File: src/sv/emsi_hs_pkg.sv
package emsi_hs_pkg;

    // event codes
    localparam logic [3:0] OP_START_C = 4'd0;
    localparam logic [3:0] OP_START_A = 4'd1;
    localparam logic [3:0] OP_INQ     = 4'd2;
    localparam logic [3:0] OP_REQ     = 4'd3;
    localparam logic [3:0] OP_DAT     = 4'd4;
    localparam logic [3:0] OP_ACK     = 4'd5;
    localparam logic [3:0] OP_NAK     = 4'd6;
    localparam logic [3:0] OP_OTHER   = 4'd7;
    localparam logic [3:0] OP_TIMEOUT = 4'd8;

    // action codes
    localparam logic [2:0] ACT_INQ  = 3'd0;
    localparam logic [2:0] ACT_REQ  = 3'd1;
    localparam logic [2:0] ACT_DAT  = 3'd2;
    localparam logic [2:0] ACT_ACK  = 3'd3;
    localparam logic [2:0] ACT_NAK  = 3'd4;
    localparam logic [2:0] ACT_OK   = 3'd5;
    localparam logic [2:0] ACT_FAIL = 3'd6;

    localparam logic [3:0] RETRY_LIMIT_RESET = 4'd6;

    typedef enum logic [2:0] {
        PH_IDLE   = 3'd0,
        PH_C_WREQ = 3'd1,
        PH_C_WDAT = 3'd2,
        PH_A_WDAT = 3'd3,
        PH_A_WACK = 3'd4
    } t_phase;

    typedef struct packed {
        logic [3:0] op;
        logic       dat_valid;
    } t_in;

    typedef struct packed {
        logic [2:0] action;
        logic       last;
    } t_out;

    // up to three actions for one item, slot 0 goes out first
    typedef struct packed {
        logic [1:0]      cnt;
        logic [2:0][2:0] act;
    } t_burst;

endpackage

File: src/sv/emsi_hs_step.sv
module emsi_hs_step (
    input  emsi_hs_pkg::t_in    i_item,
    input  emsi_hs_pkg::t_phase i_phase,
    input  logic [3:0]          i_attempts,
    input  logic [3:0]          i_limit,
    output emsi_hs_pkg::t_phase o_phase,
    output logic [3:0]          o_attempts,
    output emsi_hs_pkg::t_burst o_burst
);

    logic [3:0]          w_lim;
    logic [3:0]          w_att_inc;
    logic                w_hit;
    emsi_hs_pkg::t_burst w_cdat;

    // optional resend followed by an optional verdict
    function automatic emsi_hs_pkg::t_burst pack_two(input logic       pre_en,
                                                     input logic [2:0] pre_act,
                                                     input logic       fin_en,
                                                     input logic [2:0] fin_act);
        emsi_hs_pkg::t_burst b;
        b = '0;
        if (pre_en) begin
            b.act[0] = pre_act;
            b.act[1] = fin_act;
            b.cnt    = fin_en ? 2'd2 : 2'd1;
        end else begin
            b.act[0] = fin_act;
            b.cnt    = fin_en ? 2'd1 : 2'd0;
        end
        return b;
    endfunction

    assign w_lim     = (i_limit == 4'd0) ? 4'd1 : i_limit;
    assign w_att_inc = i_attempts + 4'd1;
    assign w_hit     = (w_att_inc >= w_lim);

    // remote dat seen by the caller
    always_comb begin
        w_cdat = '0;
        if (i_item.dat_valid) begin
            w_cdat.cnt    = 2'd3;
            w_cdat.act[0] = emsi_hs_pkg::ACT_ACK;
            w_cdat.act[1] = emsi_hs_pkg::ACT_ACK;
            w_cdat.act[2] = emsi_hs_pkg::ACT_OK;
        end else begin
            w_cdat.cnt    = 2'd2;
            w_cdat.act[0] = emsi_hs_pkg::ACT_NAK;
            w_cdat.act[1] = emsi_hs_pkg::ACT_FAIL;
        end
    end

    // next state
    always_comb begin
        o_phase    = i_phase;
        o_attempts = i_attempts;
        case (i_item.op)
            emsi_hs_pkg::OP_START_C: begin
                o_phase    = emsi_hs_pkg::PH_C_WREQ;
                o_attempts = 4'd0;
            end
            emsi_hs_pkg::OP_START_A: begin
                o_phase    = emsi_hs_pkg::PH_A_WDAT;
                o_attempts = 4'd0;
            end
            emsi_hs_pkg::OP_INQ, emsi_hs_pkg::OP_REQ, emsi_hs_pkg::OP_DAT,
            emsi_hs_pkg::OP_ACK, emsi_hs_pkg::OP_NAK, emsi_hs_pkg::OP_OTHER,
            emsi_hs_pkg::OP_TIMEOUT: begin
                case (i_phase)
                    emsi_hs_pkg::PH_C_WREQ: begin
                        if (i_item.op == emsi_hs_pkg::OP_REQ) begin
                            o_phase    = emsi_hs_pkg::PH_C_WDAT;
                            o_attempts = 4'd0;
                        end else if (i_item.op == emsi_hs_pkg::OP_DAT || w_hit) begin
                            o_phase    = emsi_hs_pkg::PH_IDLE;
                            o_attempts = 4'd0;
                        end else begin
                            o_attempts = w_att_inc;
                        end
                    end
                    emsi_hs_pkg::PH_C_WDAT: begin
                        if (i_item.op == emsi_hs_pkg::OP_DAT || w_hit) begin
                            o_phase    = emsi_hs_pkg::PH_IDLE;
                            o_attempts = 4'd0;
                        end else begin
                            o_attempts = w_att_inc;
                        end
                    end
                    emsi_hs_pkg::PH_A_WDAT: begin
                        if (i_item.op == emsi_hs_pkg::OP_DAT) begin
                            o_phase    = i_item.dat_valid ? emsi_hs_pkg::PH_A_WACK
                                                          : emsi_hs_pkg::PH_IDLE;
                            o_attempts = 4'd0;
                        end else if (w_hit) begin
                            o_phase    = emsi_hs_pkg::PH_IDLE;
                            o_attempts = 4'd0;
                        end else begin
                            o_attempts = w_att_inc;
                        end
                    end
                    emsi_hs_pkg::PH_A_WACK: begin
                        if (i_item.op == emsi_hs_pkg::OP_ACK || w_hit) begin
                            o_phase    = emsi_hs_pkg::PH_IDLE;
                            o_attempts = 4'd0;
                        end else begin
                            o_attempts = w_att_inc;
                        end
                    end
                    default: begin
                        o_phase = emsi_hs_pkg::PH_IDLE;
                    end
                endcase
            end
            default: begin
                o_phase    = i_phase;
                o_attempts = i_attempts;
            end
        endcase
    end

    // actions
    always_comb begin
        o_burst = '0;
        case (i_item.op)
            emsi_hs_pkg::OP_START_C: begin
                o_burst.cnt    = 2'd1;
                o_burst.act[0] = emsi_hs_pkg::ACT_INQ;
            end
            emsi_hs_pkg::OP_START_A: begin
                o_burst.cnt    = 2'd1;
                o_burst.act[0] = emsi_hs_pkg::ACT_REQ;
            end
            emsi_hs_pkg::OP_INQ, emsi_hs_pkg::OP_REQ, emsi_hs_pkg::OP_DAT,
            emsi_hs_pkg::OP_ACK, emsi_hs_pkg::OP_NAK, emsi_hs_pkg::OP_OTHER,
            emsi_hs_pkg::OP_TIMEOUT: begin
                case (i_phase)
                    emsi_hs_pkg::PH_C_WREQ: begin
                        if (i_item.op == emsi_hs_pkg::OP_REQ) begin
                            o_burst.cnt    = 2'd1;
                            o_burst.act[0] = emsi_hs_pkg::ACT_DAT;
                        end else if (i_item.op == emsi_hs_pkg::OP_DAT) begin
                            o_burst = w_cdat;
                        end else begin
                            o_burst.cnt    = 2'd1;
                            o_burst.act[0] = w_hit ? emsi_hs_pkg::ACT_FAIL
                                                   : emsi_hs_pkg::ACT_INQ;
                        end
                    end
                    emsi_hs_pkg::PH_C_WDAT: begin
                        if (i_item.op == emsi_hs_pkg::OP_DAT) begin
                            o_burst = w_cdat;
                        end else begin
                            o_burst = pack_two(i_item.op == emsi_hs_pkg::OP_NAK,
                                               emsi_hs_pkg::ACT_DAT,
                                               w_hit, emsi_hs_pkg::ACT_FAIL);
                        end
                    end
                    emsi_hs_pkg::PH_A_WDAT: begin
                        if (i_item.op == emsi_hs_pkg::OP_DAT) begin
                            o_burst = pack_two(1'b1,
                                               i_item.dat_valid ? emsi_hs_pkg::ACT_DAT
                                                                : emsi_hs_pkg::ACT_NAK,
                                               !i_item.dat_valid, emsi_hs_pkg::ACT_FAIL);
                        end else begin
                            o_burst = pack_two(i_item.op == emsi_hs_pkg::OP_INQ,
                                               emsi_hs_pkg::ACT_REQ,
                                               w_hit, emsi_hs_pkg::ACT_FAIL);
                        end
                    end
                    emsi_hs_pkg::PH_A_WACK: begin
                        if (i_item.op == emsi_hs_pkg::OP_ACK) begin
                            o_burst.cnt    = 2'd1;
                            o_burst.act[0] = emsi_hs_pkg::ACT_OK;
                        end else begin
                            // answerer out of retries here still succeeds
                            o_burst = pack_two(i_item.op == emsi_hs_pkg::OP_NAK,
                                               emsi_hs_pkg::ACT_DAT,
                                               w_hit, emsi_hs_pkg::ACT_OK);
                        end
                    end
                    default: begin
                        o_burst = '0;
                    end
                endcase
            end
            default: begin
                o_burst = '0;
            end
        endcase
    end

endmodule

File: src/sv/emsi_hs_obuf.sv
module emsi_hs_obuf (
    input  logic                i_clk,
    input  logic                i_rst_n,
    input  logic                i_load,
    input  emsi_hs_pkg::t_burst i_burst,
    output logic                o_free,
    output logic                o_out_valid,
    input  logic                i_out_ready,
    output emsi_hs_pkg::t_out   o_out_data
);

    logic [1:0]      r_cnt;
    logic [1:0]      n_cnt;
    logic [2:0][2:0] r_act;
    logic [2:0][2:0] n_act;
    logic            w_pop;

    assign o_out_valid       = (r_cnt != 2'd0);
    assign o_out_data.action = r_act[0];
    assign o_out_data.last   = (r_cnt == 2'd1);
    assign w_pop             = o_out_valid && i_out_ready;
    assign o_free            = (r_cnt == 2'd0) || (r_cnt == 2'd1 && i_out_ready);

    always_comb begin
        n_cnt = r_cnt;
        n_act = r_act;
        if (i_load) begin
            n_cnt = i_burst.cnt;
            n_act = i_burst.act;
        end else if (w_pop) begin
            n_cnt    = r_cnt - 2'd1;
            n_act[0] = r_act[1];
            n_act[1] = r_act[2];
        end
    end

    always_ff @(posedge i_clk) begin
        if (!i_rst_n) begin
            r_cnt <= 2'd0;
        end else begin
            r_cnt <= n_cnt;
        end
        r_act <= n_act;
    end

endmodule

File: src/sv/emsi_handshake_sequencer_core.sv
// channel | direction | handshake                  | payload
// in      | input     | i_in_valid / o_in_ready    | i_in_data  (t_in: op, dat_valid)
// out     | output    | o_out_valid / i_out_ready  | o_out_data (t_out: action, last)
// cfg     | input     | i_cfg_we, no wait          | i_cfg_data (retry_limit)
//
// an accepted item is held in the input register until the result buffer is free,
// then its actions are worked out in one pass and loaded into the result buffer
// one item per cycle while each gives at most one action and i_out_ready is high;
// an item with several actions (up to three) holds the result buffer until its last
// one drains, the buffer's drain sets the pace; items with no action leave it empty
// synchronous active-low reset: idle phase, zero attempts, retry limit 6, both
// registers empty
// output stalls back up into the input register and then into o_in_ready
module emsi_handshake_sequencer_core (
    input  logic                i_clk,
    input  logic                i_rst_n,
    input  logic                i_in_valid,
    output logic                o_in_ready,
    input  emsi_hs_pkg::t_in    i_in_data,
    output logic                o_out_valid,
    input  logic                i_out_ready,
    output emsi_hs_pkg::t_out   o_out_data,
    input  logic                i_cfg_we,
    input  logic [3:0]          i_cfg_data
);

    logic                r_in_valid;
    emsi_hs_pkg::t_in    r_in;
    emsi_hs_pkg::t_phase r_phase;
    emsi_hs_pkg::t_phase n_phase;
    logic [3:0]          r_att;
    logic [3:0]          n_att;
    logic [3:0]          r_limit;
    emsi_hs_pkg::t_burst w_burst;
    logic                w_free;
    logic                w_take;

    assign w_take     = r_in_valid && w_free;
    assign o_in_ready = !r_in_valid || w_take;

    emsi_hs_step u_step (
        .i_item     (r_in),
        .i_phase    (r_phase),
        .i_attempts (r_att),
        .i_limit    (r_limit),
        .o_phase    (n_phase),
        .o_attempts (n_att),
        .o_burst    (w_burst)
    );

    emsi_hs_obuf u_obuf (
        .i_clk       (i_clk),
        .i_rst_n     (i_rst_n),
        .i_load      (w_take),
        .i_burst     (w_burst),
        .o_free      (w_free),
        .o_out_valid (o_out_valid),
        .i_out_ready (i_out_ready),
        .o_out_data  (o_out_data)
    );

    always_ff @(posedge i_clk) begin
        if (!i_rst_n) begin
            r_in_valid <= 1'b0;
            r_phase    <= emsi_hs_pkg::PH_IDLE;
            r_att      <= 4'd0;
            r_limit    <= emsi_hs_pkg::RETRY_LIMIT_RESET;
        end else begin
            if (i_in_valid && o_in_ready) begin
                r_in_valid <= 1'b1;
            end else if (w_take) begin
                r_in_valid <= 1'b0;
            end
            if (w_take) begin
                r_phase <= n_phase;
                r_att   <= n_att;
            end
            if (i_cfg_we) begin
                r_limit <= i_cfg_data;
            end
        end
        if (i_in_valid && o_in_ready) begin
            r_in <= i_in_data;
        end
    end

`ifndef SYNTHESIS
    a_idle_no_attempts: assert property (@(posedge i_clk) disable iff (!i_rst_n)
        r_phase == emsi_hs_pkg::PH_IDLE |-> r_att == 4'd0)
        else $error("attempt count left over in idle phase");

    // the limit may be lowered mid-handshake, but the count never reaches 15
    a_att_in_range: assert property (@(posedge i_clk) disable iff (!i_rst_n)
        r_phase != emsi_hs_pkg::PH_IDLE |-> r_att != 4'd15)
        else $error("attempt count beyond any limit");

    a_start_caller: assert property (@(posedge i_clk) disable iff (!i_rst_n)
        w_take && r_in.op == emsi_hs_pkg::OP_START_C
            |=> r_phase == emsi_hs_pkg::PH_C_WREQ && r_att == 4'd0)
        else $error("caller start did not enter wait for req");

    a_burst_shown: assert property (@(posedge i_clk) disable iff (!i_rst_n)
        w_take && w_burst.cnt != 2'd0 |=> o_out_valid)
        else $error("loaded actions not presented");
`endif

endmodule
File: config.mk
export PLATFORM = sky130hd
export DESIGN_NAME = emsi_handshake_sequencer_core
export DESIGN_NICKNAME = d
export VERILOG_FILES = /design/src/sv/emsi_hs_pkg.sv /design/src/sv/emsi_hs_step.sv /design/src/sv/emsi_hs_obuf.sv /design/src/sv/emsi_handshake_sequencer_core.sv
export SDC_FILE = /design/constraint.sdc
export NUM_CORES = 1
export LEC_CHECK = 0
export BUFFER_PORTS_ARGS = -buffer_cell sky130_fd_sc_hd__buf_2
export CAP_MARGIN = 20
export CORE_MARGIN = 3
export CORE_UTILIZATION = 59
export CTS_CLUSTER_DIAMETER = 60
export DETAILED_ROUTE_END_ITERATION = 10
export GPL_TIMING_DRIVEN = 0
export PLACE_DENSITY_LB_ADDON = 0.08
export SYNTH_ARGS = -nofsm -noshare
export SYNTH_HDL_FRONTEND = slang
export SYNTH_SLANG_ARGS = --single-unit
File: constraint.sdc
create_clock -name i_clk -period 2.8 [get_ports i_clk]
set_input_delay 0.14 -clock i_clk [delete_from_list [all_inputs] [get_ports i_clk]]
set_output_delay 0.14 -clock i_clk [all_outputs]
set_load 0.02 [all_outputs]
-- Yosys cells after proc, flatten, opt, wreduce, memory -nomap -nowiden
Index checks and enable logic that the tools add are counted.
W data, S select, Z words.
- add/subtract/negate cells: 2
- magnitude comparators: 1
- equal/unequal tests: 16
- multiplexer cells: 53
- reductions and logical operators: 21
- operator list (operator ; count):
    $mux W3 ; 20
    $pmux W11 S4 ; 1
    $mux W6 ; 5
    $mux W4 ; 6
    $mux W11 ; 2
    $mux W2 ; 9
    $eq A4 B3 Y1 const B ; 4
    $pmux W4 S4 ; 1
    $pmux W3 S4 ; 1
    $pmux W3 S3 ; 1
    $eq A4 B2 Y1 const B ; 2
    $logic_not A4 Y1 ; 2
    $pmux W4 S2 ; 1
    $reduce_bool A2 Y1 ; 4
    $reduce_or A7 Y1 ; 1
    $eq A3 B2 Y1 const B ; 2
    $pmux W3 S2 ; 1
    $ne A5 B5 Y1 const B ; 1
    $add A4 B1 Y4 const B ; 1
    $eq A4 B1 Y1 const B ; 1
    $eq A4 B4 Y1 const B ; 1
    $ge A4 B4 Y1 ; 1
    $logic_and A1 B1 Y1 ; 4
    $logic_or A1 B1 Y1 ; 4
    14 further kinds ; 17
- bits in registers: 28
- output and inout port bits: 6
- logic and storage cells: 103

-- Logic depth before layout (Yosys ltp)
- word-level depth: 9
- depth in mapped cells: 13
- depth with buffers taken out: 13

-- Cells and area by module
From an unflattened synthesis, not the netlist that was laid out.
- cell total of the unflattened synthesis: 233
- area total of the unflattened synthesis: 2182.1 um2
- by module, submodules not included (module ; times used ; cells each ; area an instance (um2) ; seq. area each (um2)):
    emsi_hs_step ; 1 ; 138 ; 997.2 ; 0.0
    emsi_handshake_sequencer_core ; 1 ; 57 ; 664.4 ; 390.4
    emsi_hs_obuf ; 1 ; 38 ; 520.5 ; 310.3

-- Worst setup path before layout
OpenSTA, ideal clock, no wires.
- path type: reg2reg
- from: register r_att[0]
- to: register u_obuf.r_cnt[0]
- arrival time: 2317 ps
- data required time: 2672 ps
- path slack: 355 ps
- cell stages (with the launch flop): 14
- buffers on the path: 0
- clock period less this slack: 2445 ps
- cell sequence: dfxtp_1 -> ha_1 -> nand2b_1 -> nand2_1 -> ha_1 -> a21o_1 -> a21oi_1 -> and2_1 -> inv_1 -> ha_1 -> o21ai_0 -> o21ai_0 -> a21boi_0 -> o22ai_1
- cells in the longest elaborated chain, start to end: 8
- ends and longest elaborated chain (what ; line ; RTL):
    start: declaration ; emsi_handshake_sequencer_core.sv:31 ; logic [3:0] r_att;
    start signal: assignment ; emsi_handshake_sequencer_core.sv:76 ; r_att <= n_att;
    $add A4 B1 Y4 * ; emsi_hs_step.sv:35 ; assign w_att_inc = i_attempts + 4'd1;
    $ge A4 B4 Y1 * ; emsi_hs_step.sv:36 ; assign w_hit = (w_att_inc >= w_lim);
    $mux W1 / $mux W2 (equally long branches) ; emsi_hs_step.sv:29, emsi_hs_step.sv:26 ;
    $mux W2 ; emsi_hs_step.sv:23 ; if (pre_en) begin
    $mux W2, or another cell as far along ; emsi_hs_step.sv:171 ; if (i_item.op == emsi_hs_pkg::OP_ACK) begin
    $pmux W11 S4 * ; emsi_hs_step.sv:136 ; case (i_phase)
    $pmux W2 S2 * ; emsi_hs_step.sv:124 ; case (i_item.op)
    $mux W2 * ; emsi_hs_obuf.sv:27 ; if (i_load) begin
    end signal: assignment ; emsi_hs_obuf.sv:41 ; r_cnt <= n_cnt;
    end: declaration ; emsi_hs_obuf.sv:12 ; logic [1:0] r_cnt;
Every way passes the cells marked *; elsewhere a longest branch is shown, timed or not.
A chain may end at the register's enable or synchronous reset.

-- Worst setup path after layout
Same ends and word-level chain as after synthesis.

==> run metrics <==
setup bufs post-CTS 0; Final setup viols 0; Synth Flop Type dfxtp_1; Critical Path RT between 3000 and 4000 ps; Routed wire per std cell between 15 and 20 µm; Post-Synth XOR/XNOR Area 0.00443; syn_nets 240; Finished Layout Cells approximately 290; Post-synth EDFFs 12; # diodes 0; nature of the critical path endpoint flip-flop; number of library cell types mapped by synthesis between 60 and 70; CTS max path bufs 2; Routed WL approximately 5000 µm; Synth top area share 0.182; largest net degree at the start of global routing 15; core footprint about 3100 µm²; post-route clock period utilization 0.932; mux cell area share after synthesis 0.0417; Buf+Inv Stages, Crit Path 1; Arrival @ worst endpoint 2830 ps; clk slew on worst S/H paths 150 ps; Post-Syn Instances roughly 220; # Max-Cap Violations 0; Starting DRT DRC Count 215; reg2reg path depth 13; gr ovfl total 0; num rows 20; Max Clk Rate between 300 and 400 MHz; cell count after placement ~280; crit path launch type flip-flop; Syn Area/Cell 9.12 µm²; Async S/R FF share, synth 0; largest family of logic cells by synthesized area compound AO/OA/AOI/OAI gates; routed vias roughly 1800; later-pin clock latency in the skew report 330 ps; routability cong. just under 1; sequential power share 0.454; sw frac 0.352; I/O pin total 20; DRT antenna net count 0; cell taking the most area after synthesis edfxtp_1; clock period minus worst slack approximately 2600 ps; vias per cell 6.31; Max VDD drop ~0.00039 V; slowest CP cell dfxtp_4; root buf cell clkbuf_4; P_int 683 µW; first-pass GRT wire length 8050 µm; post-synthesis compound-gate area fraction 0.250; fillers roughly 240; Synth top cells by count inv_1 (18), a21oi_1 (14), dfxtp_1 (14); Detailed Place HPWL 3520 µm; Clk pwr share 0.190; Layout Nets between 200 and 300; hold crit path type primary input to flip-flop; Area after DPL roughly 2100 µm²; simple-gate share of the synthesized area 0.228; Crit Path Class flip-flop to flip-flop; Die ar. 4080 µm²; Initial Util 0.632; die height 63.9 µm; Tot GR Track Use 0.244; flops & latches, synth 26; Synth Warn # 0; cell mode on critical path ha_1; Rel. slew slack 0.603; Worst Skew approximately 2.2 ps; Critical Path Fanout Max 4; power density cells about 470 nW/µm²; port buffer count 17; share of cells above drive strength 1 0.235; Seq/Total Area, Yosys 0.324; CTS tree built; Leak roughly 0.0009 µW; Adder-Cell Fraction of Synth Area 0.0569; Slew Limit Fails 0; CP top delay family adder cells; CP Cell Sequence ha_1 -> nand2b_1 -> nand2_1 -> ha_1 -> a21o_1 -> a21oi_2 -> and2_4 -> inv_1 -> ha_1 -> nor3_1 -> o21ai_0 -> a21boi_1 -> o22ai_1; CP max stage delay around 380 ps; Slew @ Worst Pin 594 ps; H-tree depth 1; combinational share of power 0.356; Levels on crit path 13; count leader, synth inv_1; total CTS buffers 3; sw power approximately 370 µW; result of the run complete, no violations; top cells by area, synth edfxtp_1 (18%), dfxtp_1 (14%), ha_1 (5.7%); Final Hold Vio Count 0; initial antenna violation count 0; DR DRC count 0; First-pass DRT Iterations 5; vias in the first global route about 1700; worst hold stages 3; area delta synth->final 12.4%; Die Wd between 60 and 70 µm; Post-Syn Area roughly 2000 µm²; # clock sinks 26; final instance area ~2200 µm²
layout by cell type, fill, tap and decap left out, types with 3 or more instances in the layout:
cell and instances:
buf_6 3, nand3_1 6, dfxtp_1 12, nor2b_1 3
a21oi_1 13, edfxtp_1 12, a32oi_1 3, a22o_1 4
a31oi_1 3, buf_4 8, nor3_1 6, o211ai_1 4
inv_1 18, and2_1 4, ha_1 9, clkbuf_1 3
nor2_1 8, o21ai_0 12, clkbuf_4 3, dlygate4sd3_1 5
o22ai_1 4, buf_2 20, nand2_1 13, nand2b_1 3
mux2i_1 6, a211oi_1 4
sequential cells by signal, indices dropped and copies added, names as in the netlist:
| name | count |
|---|---|
| r_in | 5 |
| u_obuf.r_cnt | 2 |
| u_obuf.r_act | 4 |
| r_att | 4 |
| r_limit | 4 |
| r_in_valid | 1 |
| u_obuf.o_out_data | 3 |
| r_phase | 3 |
worst paths after layout:
check / from / end / slack [ps]
max: r_att[0] / u_obuf.r_cnt[0] / 190
min: i_in_valid / r_in_valid / 20
max reg2reg: r_att[0] / u_obuf.r_cnt[0] / 190
min reg2reg: r_att[1] / r_att[1] / 530
power by group through the flow:
stage          registers [µW]  logic, µW  clock network [µW]
5_1_grt                   483        405                 213
3_5_place_dp              487        358                   0
6_report                  479        375                 200
4_1_cts                   479        368                 196
2_1_floorplan             480        273                   0
3_3_place_gp              486        354                   0
metal layers:
metal  up-vias  track usage  part of all wire
met5         -            0                 0
met1       828        0.324              0.41
met4         0       0.0674             0.011
li1        862            -                 -
met3         9       0.0334             0.097
met2       111        0.413              0.48
kinds of logic (layout without fill, tap and decap cells):
| group | count (synthesis) | count (layout) |
|---|---|---|
| xor+xnor | 1 | 1 |
| fa+ha+maj | 9 | 9 |
| buf+inv | 35 | 61 |
| compound gates | 70 | 70 |
| flops | 26 | 26 |
| mux | 8 | 8 |
| simple gates | 68 | 68 |
worst reg2reg max path, cell delays in order (launching register included):
cell and delay [ps]:
dfxtp_4 380, ha_1 210, nand2b_1 120, nand2_1 70, ha_1 310, a21o_1 200, a21oi_2 180, and2_4 170
inv_1 60, ha_1 260, nor3_1 150, o21ai_0 90, a21boi_1 170, o22ai_1 100
final cells by class:
class                      instances  area (µm²)  area share
clock buffer                       4        36.3      0.0163
tap                               44        55.1      0.0248
sequential                        26         646       0.290
multi-input combinational        156        1160       0.523
inverter                          18        67.6      0.0304
buffer                            17         120      0.0540
timing repair buffer              22         135      0.0608
through the flow:
step / hold WS (ps) / TNS (ps) / setup WS [ps] / util / total power [µW]
floorplan: 239 / 0 / 355 / - / 753
global placement: 316 / 0 / 70.1 / 0.677 / 840
detailed placement: 318 / 0 / 17.1 / 0.677 / 846
CTS: 34.2 / 0 / 32.3 / 0.705 / 1040
global route: 26.5 / -9.37 / -9.37 / 0.711 / 1100
finish: 21.3 / 0 / 190 / 0.711 / 1050
what timing repair did:
action                                  4_1_cts  5_1_grt
pin swaps                                     0        2
hold endpoints to repair                      5        0
hold buffers                                  5        0
endpoints found under the setup margin        1        2
gates resized for setup                       1        7
No activity file was read; power rests on OpenSTA's default activity.
